$ cat config.mk
export PLATFORM = sky130hd
export DESIGN_NAME = positional_list_insert_delete_top
export DESIGN_NICKNAME = d
export VERILOG_FILES = /design/src/rtl/plap_pkg.sv /design/src/rtl/plap_ctrl.sv /design/src/rtl/plap_dpath.sv /design/src/rtl/positional_list_insert_delete_top.sv
export SDC_FILE = /design/constraint.sdc
export NUM_CORES = 1
export LEC_CHECK = 0
export ABC_CLOCK_PERIOD_IN_PS = 6000
export BUFFER_PORTS_ARGS = -buffer_cell sky130_fd_sc_hd__buf_2
export CORE_ASPECT_RATIO = 2
export CORE_MARGIN = 1
export CORE_UTILIZATION = 62
export CTS_CLUSTER_DIAMETER = 120
export DETAILED_ROUTE_END_ITERATION = 8
export PLACE_DENSITY_LB_ADDON = 0.05
export SLEW_MARGIN = 0
export SYNTH_ARGS = -nofsm -noshare
export SYNTH_HDL_FRONTEND = slang
export SYNTH_SLANG_ARGS = --single-unit
$ cat constraint.sdc
create_clock -name clk_i -period 6 [get_ports clk_i]
set_input_delay 0.6 -clock clk_i [delete_from_list [all_inputs] [get_ports clk_i]]
set_output_delay 0.6 -clock clk_i [all_outputs]
set_load 0.005 [all_outputs]
$ cat src/rtl/plap_pkg.sv
// Shared types and constants for the positional list block.
package plap_pkg;

  // Command codes carried in the request
  localparam logic [1:0] CmdInsert    = 2'd0;
  localparam logic [1:0] CmdDeleteAt  = 2'd1;
  localparam logic [1:0] CmdDeleteVal = 2'd2;

  // Fixed field widths of the request and result
  localparam int unsigned CmdW     = 2;
  localparam int unsigned ValW     = 32;
  localparam int unsigned PosW     = 5;
  localparam int unsigned CntOutW  = 5;
  localparam int unsigned InDataW  = 40;
  localparam int unsigned OutDataW = 8;

  // Controller to datapath commands
  typedef struct packed {
    logic start;   // latch request, set up pointers
    logic run;     // shift / compact phase
    logic commit;  // final write, count update, load result
  } ctrl_t;

  // Datapath to controller status
  typedef struct packed {
    logic scan_done;  // no read issued and none in flight
    logic out_free;   // result register can take a new result
  } stat_t;

endpackage

$ cat src/rtl/plap_ctrl.sv
// Controller state machine for the positional list block.
module plap_ctrl (
  input  logic            clk_i,
  input  logic            rst_ni,
  input  logic            req_valid_i,
  output logic            req_ready_o,
  input  plap_pkg::stat_t stat_i,
  output plap_pkg::ctrl_t ctrl_o
);

  typedef enum logic [2:0] {
    StIdle   = 3'b001,
    StRun    = 3'b010,
    StFinish = 3'b100
  } state_e;

  state_e state_q, state_d;

  always_comb begin
    state_d = state_q;
    unique case (state_q)
      StIdle: begin
        if (req_valid_i) state_d = StRun;
      end
      StRun: begin
        if (stat_i.scan_done) state_d = StFinish;
      end
      StFinish: begin
        if (stat_i.out_free) state_d = StIdle;
      end
      default: state_d = StIdle;
    endcase
  end

  always_ff @(posedge clk_i or negedge rst_ni) begin
    if (!rst_ni) begin
      state_q <= StIdle;
    end else begin
      state_q <= state_d;
    end
  end

  assign req_ready_o   = (state_q == StIdle);
  assign ctrl_o.start  = (state_q == StIdle) && req_valid_i;
  assign ctrl_o.run    = (state_q == StRun);
  assign ctrl_o.commit = (state_q == StFinish) && stat_i.out_free;

endmodule

$ cat src/rtl/plap_dpath.sv
// Datapath for the positional list block: list memory, pointers, count, result register.
module plap_dpath #(
  parameter int unsigned CAPACITY    = 16,
  parameter int unsigned VALUE_WIDTH = 32
) (
  input  logic                           clk_i,
  input  logic                           rst_ni,
  input  plap_pkg::ctrl_t                ctrl_i,
  output plap_pkg::stat_t                stat_o,
  input  logic [plap_pkg::CmdW-1:0]      cmd_i,
  input  logic [plap_pkg::ValW-1:0]      value_i,
  input  logic [plap_pkg::PosW-1:0]      position_i,
  output logic                           out_valid_o,
  input  logic                           out_ready_i,
  output logic                           ok_o,
  output logic [plap_pkg::CntOutW-1:0]   count_after_o
);

  localparam int unsigned CntW   = $clog2(CAPACITY + 1);
  localparam int unsigned AddrW  = $clog2(CAPACITY);
  localparam int unsigned CmpW   = (CntW > plap_pkg::PosW) ? CntW : plap_pkg::PosW;
  localparam int unsigned StoreW = (VALUE_WIDTH < plap_pkg::ValW) ? VALUE_WIDTH
                                                                  : plap_pkg::ValW;

  logic [StoreW-1:0] mem_q [CAPACITY];

  logic [plap_pkg::CmdW-1:0] cmd_q;
  logic [StoreW-1:0]         val_q;
  logic [CntW-1:0]           pos_q;
  logic                      ok_q;
  logic [CntW-1:0]           cnt_q, cnt_d;
  logic [CntW-1:0]           rd_q, rd_d;
  logic [CntW-1:0]           wr_q, wr_d;
  logic                      rv_q;
  logic [StoreW-1:0]         rdata_q;
  logic                      out_valid_q;
  logic                      out_ok_q;
  logic [plap_pkg::CntOutW-1:0] out_cnt_q;

  logic [CmpW-1:0]  cnt_ext, pos_ext, cnt_d_ext;
  logic [CntW-1:0]  pos_new, rd_dec;
  logic             ok_new;
  logic             is_insert;
  logic             issue;
  logic [AddrW-1:0] raddr;
  logic             keep;
  logic             out_free;

  assign cnt_ext   = CmpW'(cnt_q);
  assign pos_ext   = CmpW'(position_i);
  assign pos_new   = pos_ext[CntW-1:0];
  assign is_insert = (cmd_q == plap_pkg::CmdInsert);
  assign rd_dec    = rd_q - CntW'(1);

  // Validity of the incoming request against the current count
  always_comb begin
    unique case (cmd_i)
      plap_pkg::CmdInsert:    ok_new = (pos_ext <= cnt_ext) && (cnt_q != CntW'(CAPACITY));
      plap_pkg::CmdDeleteAt:  ok_new = (pos_ext < cnt_ext);
      plap_pkg::CmdDeleteVal: ok_new = 1'b1;
      default:                ok_new = 1'b0;
    endcase
  end

  // Insert walks down from the top, the deletes walk up from their start
  always_comb begin
    issue = 1'b0;
    rd_d  = rd_q;
    raddr = rd_q[AddrW-1:0];
    if (is_insert) begin
      raddr = rd_dec[AddrW-1:0];
      if (ctrl_i.run && ok_q && (rd_q > pos_q)) begin
        issue = 1'b1;
        rd_d  = rd_dec;
      end
    end else begin
      if (ctrl_i.run && ok_q && (rd_q < cnt_q)) begin
        issue = 1'b1;
        rd_d  = rd_q + CntW'(1);
      end
    end
    if (ctrl_i.start) begin
      unique case (cmd_i)
        plap_pkg::CmdInsert:   rd_d = cnt_q;
        plap_pkg::CmdDeleteAt: rd_d = pos_new + CntW'(1);
        default:               rd_d = '0;
      endcase
    end
  end

  // Delete-value drops matching entries; the shifts keep every entry
  assign keep = rv_q && ((cmd_q != plap_pkg::CmdDeleteVal) || (rdata_q != val_q));

  always_comb begin
    wr_d = wr_q;
    if (keep) begin
      wr_d = is_insert ? (wr_q - CntW'(1)) : (wr_q + CntW'(1));
    end
    if (ctrl_i.start) begin
      unique case (cmd_i)
        plap_pkg::CmdInsert:   wr_d = cnt_q;
        plap_pkg::CmdDeleteAt: wr_d = pos_new;
        default:               wr_d = '0;
      endcase
    end
  end

  always_comb begin
    cnt_d = cnt_q;
    if (ctrl_i.commit && ok_q) begin
      unique case (cmd_q)
        plap_pkg::CmdInsert:    cnt_d = cnt_q + CntW'(1);
        plap_pkg::CmdDeleteAt:  cnt_d = cnt_q - CntW'(1);
        plap_pkg::CmdDeleteVal: cnt_d = wr_q;
        default:                cnt_d = cnt_q;
      endcase
    end
  end

  assign cnt_d_ext = CmpW'(cnt_d);
  assign out_free  = !out_valid_q || out_ready_i;

  // List memory: one write port, one registered read port
  always_ff @(posedge clk_i) begin
    if (ctrl_i.commit && ok_q && is_insert) begin
      mem_q[pos_q[AddrW-1:0]] <= val_q;
    end else if (keep) begin
      mem_q[wr_q[AddrW-1:0]] <= rdata_q;
    end
    if (issue) begin
      rdata_q <= mem_q[raddr];
    end
  end

  always_ff @(posedge clk_i) begin
    if (ctrl_i.start) begin
      val_q <= value_i[StoreW-1:0];
      pos_q <= pos_new;
    end
    if (ctrl_i.commit) begin
      out_ok_q  <= ok_q;
      out_cnt_q <= cnt_d_ext[plap_pkg::CntOutW-1:0];
    end
  end

  always_ff @(posedge clk_i or negedge rst_ni) begin
    if (!rst_ni) begin
      cmd_q       <= plap_pkg::CmdInsert;
      ok_q        <= 1'b0;
      cnt_q       <= '0;
      rd_q        <= '0;
      wr_q        <= '0;
      rv_q        <= 1'b0;
      out_valid_q <= 1'b0;
    end else begin
      if (ctrl_i.start) begin
        cmd_q <= cmd_i;
        ok_q  <= ok_new;
      end
      cnt_q <= cnt_d;
      rd_q  <= rd_d;
      wr_q  <= wr_d;
      rv_q  <= issue;
      if (ctrl_i.commit) begin
        out_valid_q <= 1'b1;
      end else if (out_ready_i) begin
        out_valid_q <= 1'b0;
      end
    end
  end

  assign stat_o.scan_done = !issue && !rv_q;
  assign stat_o.out_free  = out_free;
  assign out_valid_o      = out_valid_q;
  assign ok_o             = out_ok_q;
  assign count_after_o    = out_cnt_q;

endmodule

$ cat src/rtl/positional_list_insert_delete_top.sv
// Top level of the positional list block: ordered list with insert and delete.
//
// Requests arrive on the s_axis channel: command, value and position. Command
// insert puts value at position (0..count) and moves later entries up; delete-at
// removes the entry at position (below count) and moves later entries down;
// delete-value removes every entry equal to value and compacts the rest.
// Each request gives exactly one result on m_axis: ok flag and the new count.
// A request that fails leaves the list untouched and returns ok = 0.
//
// Timing: one request at a time. Once a request is taken, entries move one per cycle
// through the list memory (each kept entry is written in the cycle after its read),
// then the scan drains and the result is committed. Insert moves count - position
// entries, delete-at count - position - 1, and delete-value reads all count entries;
// a failed request moves none. The longest request is delete-value on a full list.
// The result sits in an output register, so the list work never waits on the
// receiver; only the commit of the next result waits while m_axis_tready is low
// and the previous result is still held. Reset empties the list (count = 0)
// and clears any pending result; memory contents are not cleared.
module positional_list_insert_delete_top #(
  parameter int unsigned CAPACITY    = 16,
  parameter int unsigned VALUE_WIDTH = 32
) (
  input  logic                            clk_i,
  input  logic                            rst_ni,
  input  logic                            s_axis_tvalid,
  output logic                            s_axis_tready,
  // command [1:0], value [33:2], position [38:34], zero [39]
  input  logic [plap_pkg::InDataW-1:0]    s_axis_tdata,
  output logic                            m_axis_tvalid,
  input  logic                            m_axis_tready,
  // ok [0], count_after [5:1], zero [7:6]
  output logic [plap_pkg::OutDataW-1:0]   m_axis_tdata
);

  localparam int unsigned ValLo = plap_pkg::CmdW;
  localparam int unsigned PosLo = plap_pkg::CmdW + plap_pkg::ValW;
  localparam int unsigned OutPad = plap_pkg::OutDataW - 1 - plap_pkg::CntOutW;

  plap_pkg::ctrl_t ctrl;
  plap_pkg::stat_t stat;

  logic [plap_pkg::CmdW-1:0]    req_cmd;
  logic [plap_pkg::ValW-1:0]    req_value;
  logic [plap_pkg::PosW-1:0]    req_pos;
  logic                         res_ok;
  logic [plap_pkg::CntOutW-1:0] res_cnt;

  assign req_cmd   = s_axis_tdata[plap_pkg::CmdW-1:0];
  assign req_value = s_axis_tdata[ValLo +: plap_pkg::ValW];
  assign req_pos   = s_axis_tdata[PosLo +: plap_pkg::PosW];

  plap_ctrl u_ctrl (
    .clk_i       (clk_i),
    .rst_ni      (rst_ni),
    .req_valid_i (s_axis_tvalid),
    .req_ready_o (s_axis_tready),
    .stat_i      (stat),
    .ctrl_o      (ctrl)
  );

  plap_dpath #(
    .CAPACITY    (CAPACITY),
    .VALUE_WIDTH (VALUE_WIDTH)
  ) u_dpath (
    .clk_i         (clk_i),
    .rst_ni        (rst_ni),
    .ctrl_i        (ctrl),
    .stat_o        (stat),
    .cmd_i         (req_cmd),
    .value_i       (req_value),
    .position_i    (req_pos),
    .out_valid_o   (m_axis_tvalid),
    .out_ready_i   (m_axis_tready),
    .ok_o          (res_ok),
    .count_after_o (res_cnt)
  );

  assign m_axis_tdata = {{OutPad{1'b0}}, res_cnt, res_ok};

endmodule

[After elaboration in Yosys (flattened, before gate mapping)]
Memories as Yosys holds them, arrays and structs flattened. A register that Yosys moved wholly into a read port is not among the register bits.
Index checks and enable logic that the tools add are counted.
Storage, ports and cells
  register bits after elaboration: 66
  RAM bits: 512
  input port bits: 44
  word-level logic and storage cells: 91
  memories kept: 1
Memory list
  u_dpath.mem_q: words 16, bits a word 32, read ports 1, clocked after memory_dff 1, write ports 1, RTL line plap_dpath.sv:25  | logic [StoreW-1:0] mem_q [CAPACITY];
Cells by class
  add/subtract/negate cells: 7
  $lt $le $gt $ge: 4
  equality and inequality tests: 14
  mux-type cells: 30
  reduce and logical (&&, ||, !) cells: 23
Operators by type and width (count)
  two-way mux 5 bit: 8
  two-way mux 32 bit: 1
  != test 32 bit: 1
  OR reduction 32 bit: 1
  adder 5 x 1 -> 5 bit (second input constant): 4
  one-hot mux 5 bit (2 select lines): 2
  one-hot mux 5 bit (3 select lines): 1
  subtractor 5 x 1 -> 5 bit (second input constant): 3
  two-way mux 1 bit: 11
  logical AND 1 bit: 10
  < comparator 5 bit: 2
  two-way mux 3 bit: 3
  one-hot mux 3 bit (3 select lines): 1
  two-way mux 4 bit: 2
  != test 2 bit (second input constant): 3
  > comparator 5 bit: 1
  less-or-equal comparator 5 bit: 1
  != test 5 bit (second input constant): 1
  equality test 2 x 1 -> 1 bit (second input constant): 2
  equality test 2 bit (second input constant): 2
  logical NOT 2 bit: 2
  nonzero test 2 bit: 2
  equality test 3 x 1 -> 1 bit (second input constant): 1
  equality test 3 x 2 -> 1 bit (second input constant): 1
  9 further kinds: 12

[Logic depth before layout (Yosys ltp)]
Gate-level depths: netlist (run 1).
  depth in word-level cells: 9
  mapped depth: 11

[Hierarchy]
Synthesis (run 1) repeated with hierarchy kept, for this count alone.
Unflattened totals
  cell total of the unflattened synthesis: 1141
  area total of the unflattened synthesis: 24439.7 um2
Modules (own cells, without submodules)
  plap_dpath: instances 1, cells an instance 1122, area an instance 24240.7 um2, seq. area each 18127.4 um2
  plap_ctrl: instances 1, cells an instance 15, area an instance 172.7 um2, seq. area each 76.3 um2
  positional_list_insert_delete_top: instances 1, cells an instance 4, area an instance 26.3 um2, seq. area each 0.0 um2

[Least setup slack after synthesis (run 1)]
OpenSTA, ideal clock, no wires.
  path kind: input-to-reg
  from: input m_axis_tready
  to: memory u_dpath.mem_q[0][0] (netlist name) (enable)
  data arrival time: 3866 ps
  path slack: 1662 ps
  stages: 6
  path through: nand2b_1 and3_1 clkbuf_1 nand2_1 nand4_1 o32ai_1
Between the ends
  longest elaborated chain between the ends: 8
  elaborated cells on any way between the ends: 11
  those cells by class: 6 x mux; 5 x reduce/logical
RTL lines
  start, declared: RTL line positional_list_insert_delete_top.sv:30  | input logic m_axis_tready,
  logical OR 1 bit *: RTL line plap_dpath.sv:121  | assign out_free = !out_valid_q || out_ready_i;
  logical AND 1 bit *: RTL line plap_ctrl.sv:46  | assign ctrl_o.commit = (state_q == StFinish) && stat_i.out_free;
  logical AND 1 bit * (2 in series): RTL line plap_dpath.sv:125  | if (ctrl_i.commit && ok_q && is_insert) begin
  two-way mux 1 bit: RTL line plap_dpath.sv:125
  two-way mux 1 bit (implied by the code): RTL line plap_dpath.sv:128  | mem_q[wr_q[AddrW-1:0]] <= rdata_q;
  OR reduction 32 bit (no line)
  two-way mux 4 bit (no line) or two-way mux 1 bit (tied branches)
  end, declared: RTL line plap_dpath.sv:25
Every way passes the cells marked *; elsewhere a longest branch is shown, timed or not.

[Final worst setup path (run 1)]
  from: register u_dpath.val_q[10]
  to: memory u_dpath.mem_q[13][22] (netlist name) (data pin)
Between the ends
  longest elaborated chain between the ends: 8
RTL lines
  start, declared: RTL line plap_dpath.sv:28  | logic [StoreW-1:0] val_q;
  start signal, assigned: RTL line plap_dpath.sv:137  | val_q <= value_i[StoreW-1:0];
  != test 32 bit: RTL line plap_dpath.sv:92  | assign keep = rv_q && ((cmd_q != plap_pkg::CmdDeleteVal) || (rdata_q != val_q));
  logical OR 1 bit: RTL line plap_dpath.sv:92
  logical AND 1 bit: RTL line plap_dpath.sv:92
  two-way mux 1 bit: RTL line plap_dpath.sv:127  | end else if (keep) begin
  two-way mux 1 bit: RTL line plap_dpath.sv:125
  two-way mux 1 bit (implied by the code): RTL line plap_dpath.sv:128
  OR reduction 32 bit (no line)
  two-way mux 32 bit (no line)
No other way between the ends.

==> flow_summary_export.csv, run 1 <==
group,metric,value,unit
worst_setup_path,criticalPathCategory,"reg -> reg",
yosys,synth_cell_types,55,
sta,fin_skew,17.3,ps
sta,period_share,0.678,
worst_setup_path,endpoint_kind,"flop",
global_routing,grt_pass1_vias,12400,
routing,ant_nets,0,
sta,finalCriticalPeriod,4070,ps
yosys,syn_area_per_cell,21.2,um^2
clock_network,clk_pin_slew,70,ps
die,die_x,143,um
final_layout,diodes,0,
clock_network,cts.path.max_buffers,3,
worst_setup_path,worstSetupStartpointType,"flop",
clock_network,postCtsSetupRepairBufs,0,
global_routing,globalRoute.totalOverflow,0,
sta,tightestPinTransition,1240,ps
flow_run,maxCapViolCount,0,
die,core_area,38900,um^2
yosys,synthArstFlopShare,0.0377,
global_routing,grt_pass1_wl,79.0,mm
worst_setup_path,cpPeakStageDelay,720,ps
place,io_buffers,50,
yosys,ys_seq_area_frac,0.739,
sta,fin_setup_tns,0,ps
global_routing,grt_usage,0.280,
die,fp.dieH,284,um
outcome,outcome,"finished, final reports clean",
place,place_inst,1708,
routing,via_per_inst,6.50,
yosys,netlist_instances,1163,
final_layout,finalNetCount,1311,
final_layout,drive_gt1_frac,0.289,
power,power_leakage,8.71,nW
power,power_density,495,nW/um^2
worst_hold_path,hp-class,"in -> async",
clock_network,hold_buffers,0,
die,dieArea,40600,um^2
sta,worst_slew_margin_rel,0.163,
final_layout,area_growth,10.8,%
routing,wl_per_cell,29.7,um
die,num_io_pins,54,
clock_network,cts_root_buffer,"clkbuf_16",
global_routing,grt_max_degree,81,
sta,hold_slack,23.0,ps
clock_network,cts_inserted_buffers,50,
worst_setup_path,worstPathArrival,4350,ps
routing,dr.pass1.iters,5,
sta,finalMaxSlewViolations,0,
yosys,synth_edf_count,587,
die,start_util,0.632,
worst_setup_path,worstPathRequired,6280,ps
routing,drtIter0Drc,805,
global_routing,antenna_found_initial,2,
final_layout,instances_no_fill,1798,
clock_network,cts_tree,"built",
sta,rsz0062_at_grt,"no",
yosys,yosysWarnings,0,
clock_network,htree_levels,2,
yosys,synth_seq_cells,610,
routing,wl,53.4,mm
die,rows,102,
yosys,syn-cell-area,24600,um^2
yosys,synthFlopType,"edfxtp_1",
sta,finalSetupViolations,0,
clock_network,worstSkewPairLatency,570,ps
place,dp_hpwl,28.4,mm
sta,hold_viol,0,
power,ir_worst_vdd,616,uV
routing,remaining_drc_errors,0,
routing,vias,11700,
place,place_congestion,0.853,
worst_setup_path,path_cells,"xnor2_1 > nand4_1 > nor3_1 > nand3_1 > nand3_2 > buf_4 > mux2_2",
clock_network,clkSinkCount,610,
worst_setup_path,crit_path_top_delay_cell,"nor3_1",
sta,max_freq,246,MHz
worst_setup_path,cp_max_fo,28,
clock_network,cts_resized,0,
[synth_stat cells, drive strengths merged (11+ instances only)]
master | instances | area [um^2]
mux4 | 160 | 3600
clkbuf | 20 | 75.1
nand3 | 13 | 65.1
dfrtp | 22 | 551
buf | 32 | 268
nand2 | 36 | 135
a21oi | 20 | 100
o22ai | 11 | 68.8
ha | 25 | 313
xnor2 | 44 | 385
inv | 19 | 71.3
nor2 | 18 | 67.6
edfxtp | 587 | 17600
o21ai | 16 | 80.1
mux2 | 34 | 383
[layer usage]
metal / part of all wire / vias to the layer above / wire length (um) / track usage
met4: 0.046 / 2 / 2450 / 0.127
li1: - / 4977 / - / -
met5: 0.00024 / - / 13 / 0
met1: 0.37 / 6159 / 19700 / 0.350
met2: 0.53 / 431 / 28300 / 0.483
met3: 0.056 / 120 / 2970 / 0.0388
[final timing paths]
kind                                   startpoint                     to  slack, ps  cells after the start
worst max register to register  u_dpath.val_q[10]  u_dpath.mem_q[13][22]       1930                      7
worst min register to register       u_dpath.ok_q           u_dpath.ok_o        530                      0
worst min-delay path                       rst_ni        u_dpath.wr_q[2]         20                      1
worst max-delay path            u_dpath.val_q[10]  u_dpath.mem_q[13][22]       1930                      7
min in group clk_i               s_axis_tdata[26]      u_dpath.val_q[24]        200                      1
max in group asynchronous                  rst_ni        u_dpath.rd_q[4]       5590                      1
[placed cells by master (no fill, tap or decap), types with 9 or more instances in the layout]
cell	count
a21oi_1	16
buf_2	50
buf_4	23
clkbuf_1	13
clkbuf_16	52
clkinv_2	12
dfrtp_1	22
edfxtp_1	587
ha_1	24
inv_1	18
mux2_2	34
mux2i_1	9
mux4_2	160
nand2_1	35
nand2b_1	10
nand3_1	12
nand4_1	10
nor2_1	18
o21ai_0	16
o22ai_4	9
xnor2_1	43
[state kept, by name, indices dropped and copies added (netlist names)]
register	flops
u_dpath.count_after_o	5
u_dpath.cnt_ext	5
u_dpath.cmd_q	2
u_dpath.ok_q	1
u_dpath.ok_o	1
u_dpath.rv_q	1
u_dpath.rd_q	5
u_dpath.rdata_q	32
u_dpath.wr_q	5
u_dpath.pos_q	5
u_dpath.out_valid_o	1
u_ctrl.state_q	3
u_dpath.val_q	32
u_dpath.mem_q	512
[power by group]
group          total, mW  internal, mW  switching, mW  leakage (nW)
Sequential          5.40          5.20          0.192          5.58
Clock               3.21          1.77           1.44         0.783
Combinational       4.90          2.57           2.33          2.35
[metrics by stage]
step	utilization	area (um^2)	setup slack [ps]	power, mW
2_1_floorplan	-	24600	1660	9.42
3_3_place_gp	0.660	25700	1950	10.4
3_5_place_dp	0.660	25700	1940	10.5
4_1_cts	0.701	27300	1900	13.7
5_1_grt	0.701	27300	1810	14.1
6_report	0.701	27300	1930	13.5
[cell families after synthesis]
| family | count (synthesis) | share of synthesized area |
|---|---|---|
| buffers and inverters | 72 | 0.0172 |
| flip-flops | 610 | 0.739 |
| other | 1 | 0.000152 |
| XOR/XNOR | 47 | 0.0167 |
| adder cells (fa/ha/maj) | 27 | 0.0143 |
| AO/OA/AOI/OAI | 82 | 0.0220 |
| multiplexers | 203 | 0.166 |
| AND/OR/NAND/NOR | 121 | 0.0246 |
[layout make-up]
class | instances | area [um^2]
repair buffers | 76 | 483
fillers | 2389 | 11700
well taps | 520 | 651
inverters | 20 | 80.1
flip-flops and latches | 610 | 18200
multi-input cells | 482 | 6270
clock inverters | 24 | 224
clock buffers | 66 | 1360
[worst max-delay path: cells and delay by family, from the launching register on]
kind                      cells  cell delay, ps
xor gates and xnor gates      1             590
and+or+nand+nor               4            1670
buffers and inverters         1             560
muxes                         1             520
DFF                           1             400
(Power assumes the default switching activity.)
==> inputs of run 2 (changes only) <==
ABC_CLOCK_PERIOD_IN_PS = 4200   (was 6000)
clock period = 4.2 ns   (was 6 ns; I/O delays follow)
==> run 2 against run 1 <==
Effect of this change: flip-flop and latch count did not move; largest cell class unchanged; setup slack got worse by 1300 ps; routed wire length rose by 1.3%; die area did not move; largest power group unchanged.
==> flow_summary_export.csv, run 2 (same netlist as run 1, synthesis figures left out) <==
group,metric,value,unit
clock_network,cts_root_buffer,"clkbuf_16",
final_layout,area_growth,11.8,%
die,fp.dieH,284,um
worst_setup_path,crit_path_top_delay_cell,"buf_4",
final_layout,layout_common_cells,"587 x edfxtp_1, 160 x mux4_2, 52 x clkbuf_16, 50 x buf_2, 43 x xnor2_1",
worst_setup_path,worstPathRequired,4400,ps
sta,tightestPinTransition,1110,ps
worst_setup_path,cp_max_fo,32,
clock_network,clk_pin_slew,60,ps
final_layout,drive_gt1_frac,0.289,
clock_network,cts.path.max_buffers,3,
sta,finalCriticalPeriod,3550,ps
flow_run,maxCapViolCount,0,
worst_setup_path,timing.rr.start,"u_ctrl.state_q[1]",
power,power_frac_comb,0.372,
worst_setup_path,cpPeakStageDelay,600,ps
sta,finalSetupViolations,0,
clock_network,worstSkewPairLatency,580,ps
worst_setup_path,worstPathArrival,3740,ps
final_layout,finalNetCount,1321,
die,core_area,38900,um^2
place,io_buffers,50,
sta,hold_viol,0,
die,rows,102,
clock_network,htree_levels,2,
worst_setup_path,worstSetupStartpointType,"flop",
sta,hold_slack,14.7,ps
routing,dr.pass1.iters,5,
final_layout,final_common_cell,"edfxtp_1",
place,dp_hpwl,29.8,mm
final_layout,fin_util,0.707,
clock_network,cts_resized,0,
worst_setup_path,path_common_cell,"nand2_1",
clock_network,clkSinkCount,610,
global_routing,grtUsageMet1,0.359,
clock_network,cts_inserted_buffers,50,
power,power_density,711,nW/um^2
routing,vias,11800,
worst_setup_path,cp-startpoint,"u_ctrl.state_q[1]",
routing,wl,54.1,mm
sta,fin_skew,17.3,ps
die,start_util,0.632,
sta,period_share,0.845,
global_routing,globalRoute.totalOverflow,0,
sta,max_freq,282,MHz
outcome,outcome,"finished, final reports clean",
routing,wl_per_cell,29.9,um
routing,drtIter0Drc,925,
final_layout,nFillCells,2386,
power,swShare,0.293,
routing,ant_nets,0,
sta,fin_setup_tns,0,ps
clock_network,cts_tree,"built",
global_routing,grtUsageMet3,0.0383,
power,p_switching,5.73,mW
power,seqPwrFrac,0.392,
sta,worst_slew_margin_rel,0.260,
power,p_int,13.8,mW
final_layout,largest_reg_flops,512,
worst_hold_path,hp-class,"in -> reg",
global_routing,grt_max_degree,41,
global_routing,grt_usage,0.284,
routing,remaining_drc_errors,0,
global_routing,antenna_found_initial,1,
power,ir_worst_vdd,553,uV
sta,finalMaxSlewViolations,0,
die,dieArea,40600,um^2
worst_setup_path,endpoint_kind,"flop",
global_routing,use_met2,0.490,
worst_setup_path,path_cells,"nor3b_1 > and3_1 > nand2_1 > nor2_1 > nand2_1 > o21a_1 > o22ai_4 > buf_4",
power,power_leakage,8.80,nW
global_routing,grt_pass1_wl,80.3,mm
place,place_congestion,0.836,
worst_setup_path,criticalPathCategory,"reg -> reg",
routing,via_per_inst,6.54,
sta,rsz0062_at_grt,"no",
power,clock_power_share,0.236,
global_routing,grt_most_used_layer,"met2",
die,die_x,143,um
worst_hold_path,worstHoldStart,"s_axis_tdata[24]",
global_routing,grt_pass1_vias,12500,
die,num_io_pins,54,
## run 2: cell types whose count changed in the layout (fill, tap and decap cells not counted), sizes merged
cell	delta
dlygate4sd3	+1
clkinvlp	+1
clkbuf	-2
buf	+9
clkinv	+2
diode	+1
## run 2: layout make-up
| type | count | area, um^2 | area share |
|---|---|---|---|
| well taps | 520 | 651 | 0.0236 |
| repair buffers | 86 | 736 | 0.0267 |
| clock inverters | 27 | 225 | 0.00818 |
| multi-input cells | 482 | 6270 | 0.228 |
| flip-flops and latches | 610 | 18200 | 0.661 |
| diodes | 1 | 2.50 | 0.0000909 |
| inverters | 20 | 80.1 | 0.00291 |
| clock buffers | 64 | 1370 | 0.0496 |
## run 2: power groups by stage
stage | Clock [mW] | Combinational (mW) | Sequential [mW]
floorplan | 0 | 5.75 | 7.70
global placement | 0 | 7.30 | 7.79
detailed placement | 0 | 7.45 | 7.80
CTS | 4.67 | 7.44 | 7.67
global route | 4.86 | 7.84 | 7.70
finish | 4.62 | 7.27 | 7.67
## run 2: layer usage
layer,share of wire,vias up
li1,-,4991
met1,0.37,6317
met2,0.54,408
met3,0.055,113
met4,0.039,0
met5,0,-
## run 2: critical path: cells and delay by family, from the launching register on
family | cells | cell delay (ps)
buffers and inverters | 1 | 600
AND/OR/NAND/NOR | 5 | 1500
AO/OA/AOI/OAI | 2 | 560
flip-flops | 1 | 450
## run 2: path summary, 6_finish.rpt
check,endpoint,depth (start not counted),slack (ps)
worst min register to register,u_ctrl.state_q[0],2,530
worst min-delay path,u_dpath.val_q[22],1,10
worst max register to register,u_dpath.mem_q[11][18],8,650
min in group asynchronous,u_dpath.cnt_ext[1],2,380
max in group asynchronous,u_ctrl.state_q[2],2,3420
worst max-delay path,u_dpath.mem_q[11][18],8,650
## run 2: what timing repair did
| action | in CTS | in global routing |
|---|---|---|
| endpoints found under the hold margin | 22 | 0 |
| setup buffers | 0 | 0 |
| hold buffers | 1 | 0 |
## run 2: metrics by stage
stage | setup slack [ps] | std cells | power, mW | cell area, um^2
after detailed placement | 687 | 1717 | 15.2 | 25900
after global routing | 540 | 1810 | 20.4 | 27500
after global placement | 767 | 1717 | 15.1 | 25900
after CTS | 653 | 1809 | 19.8 | 27500
after floorplan | 11.7 | 1164 | 13.5 | 24600
final | 652 | 1810 | 19.6 | 27500
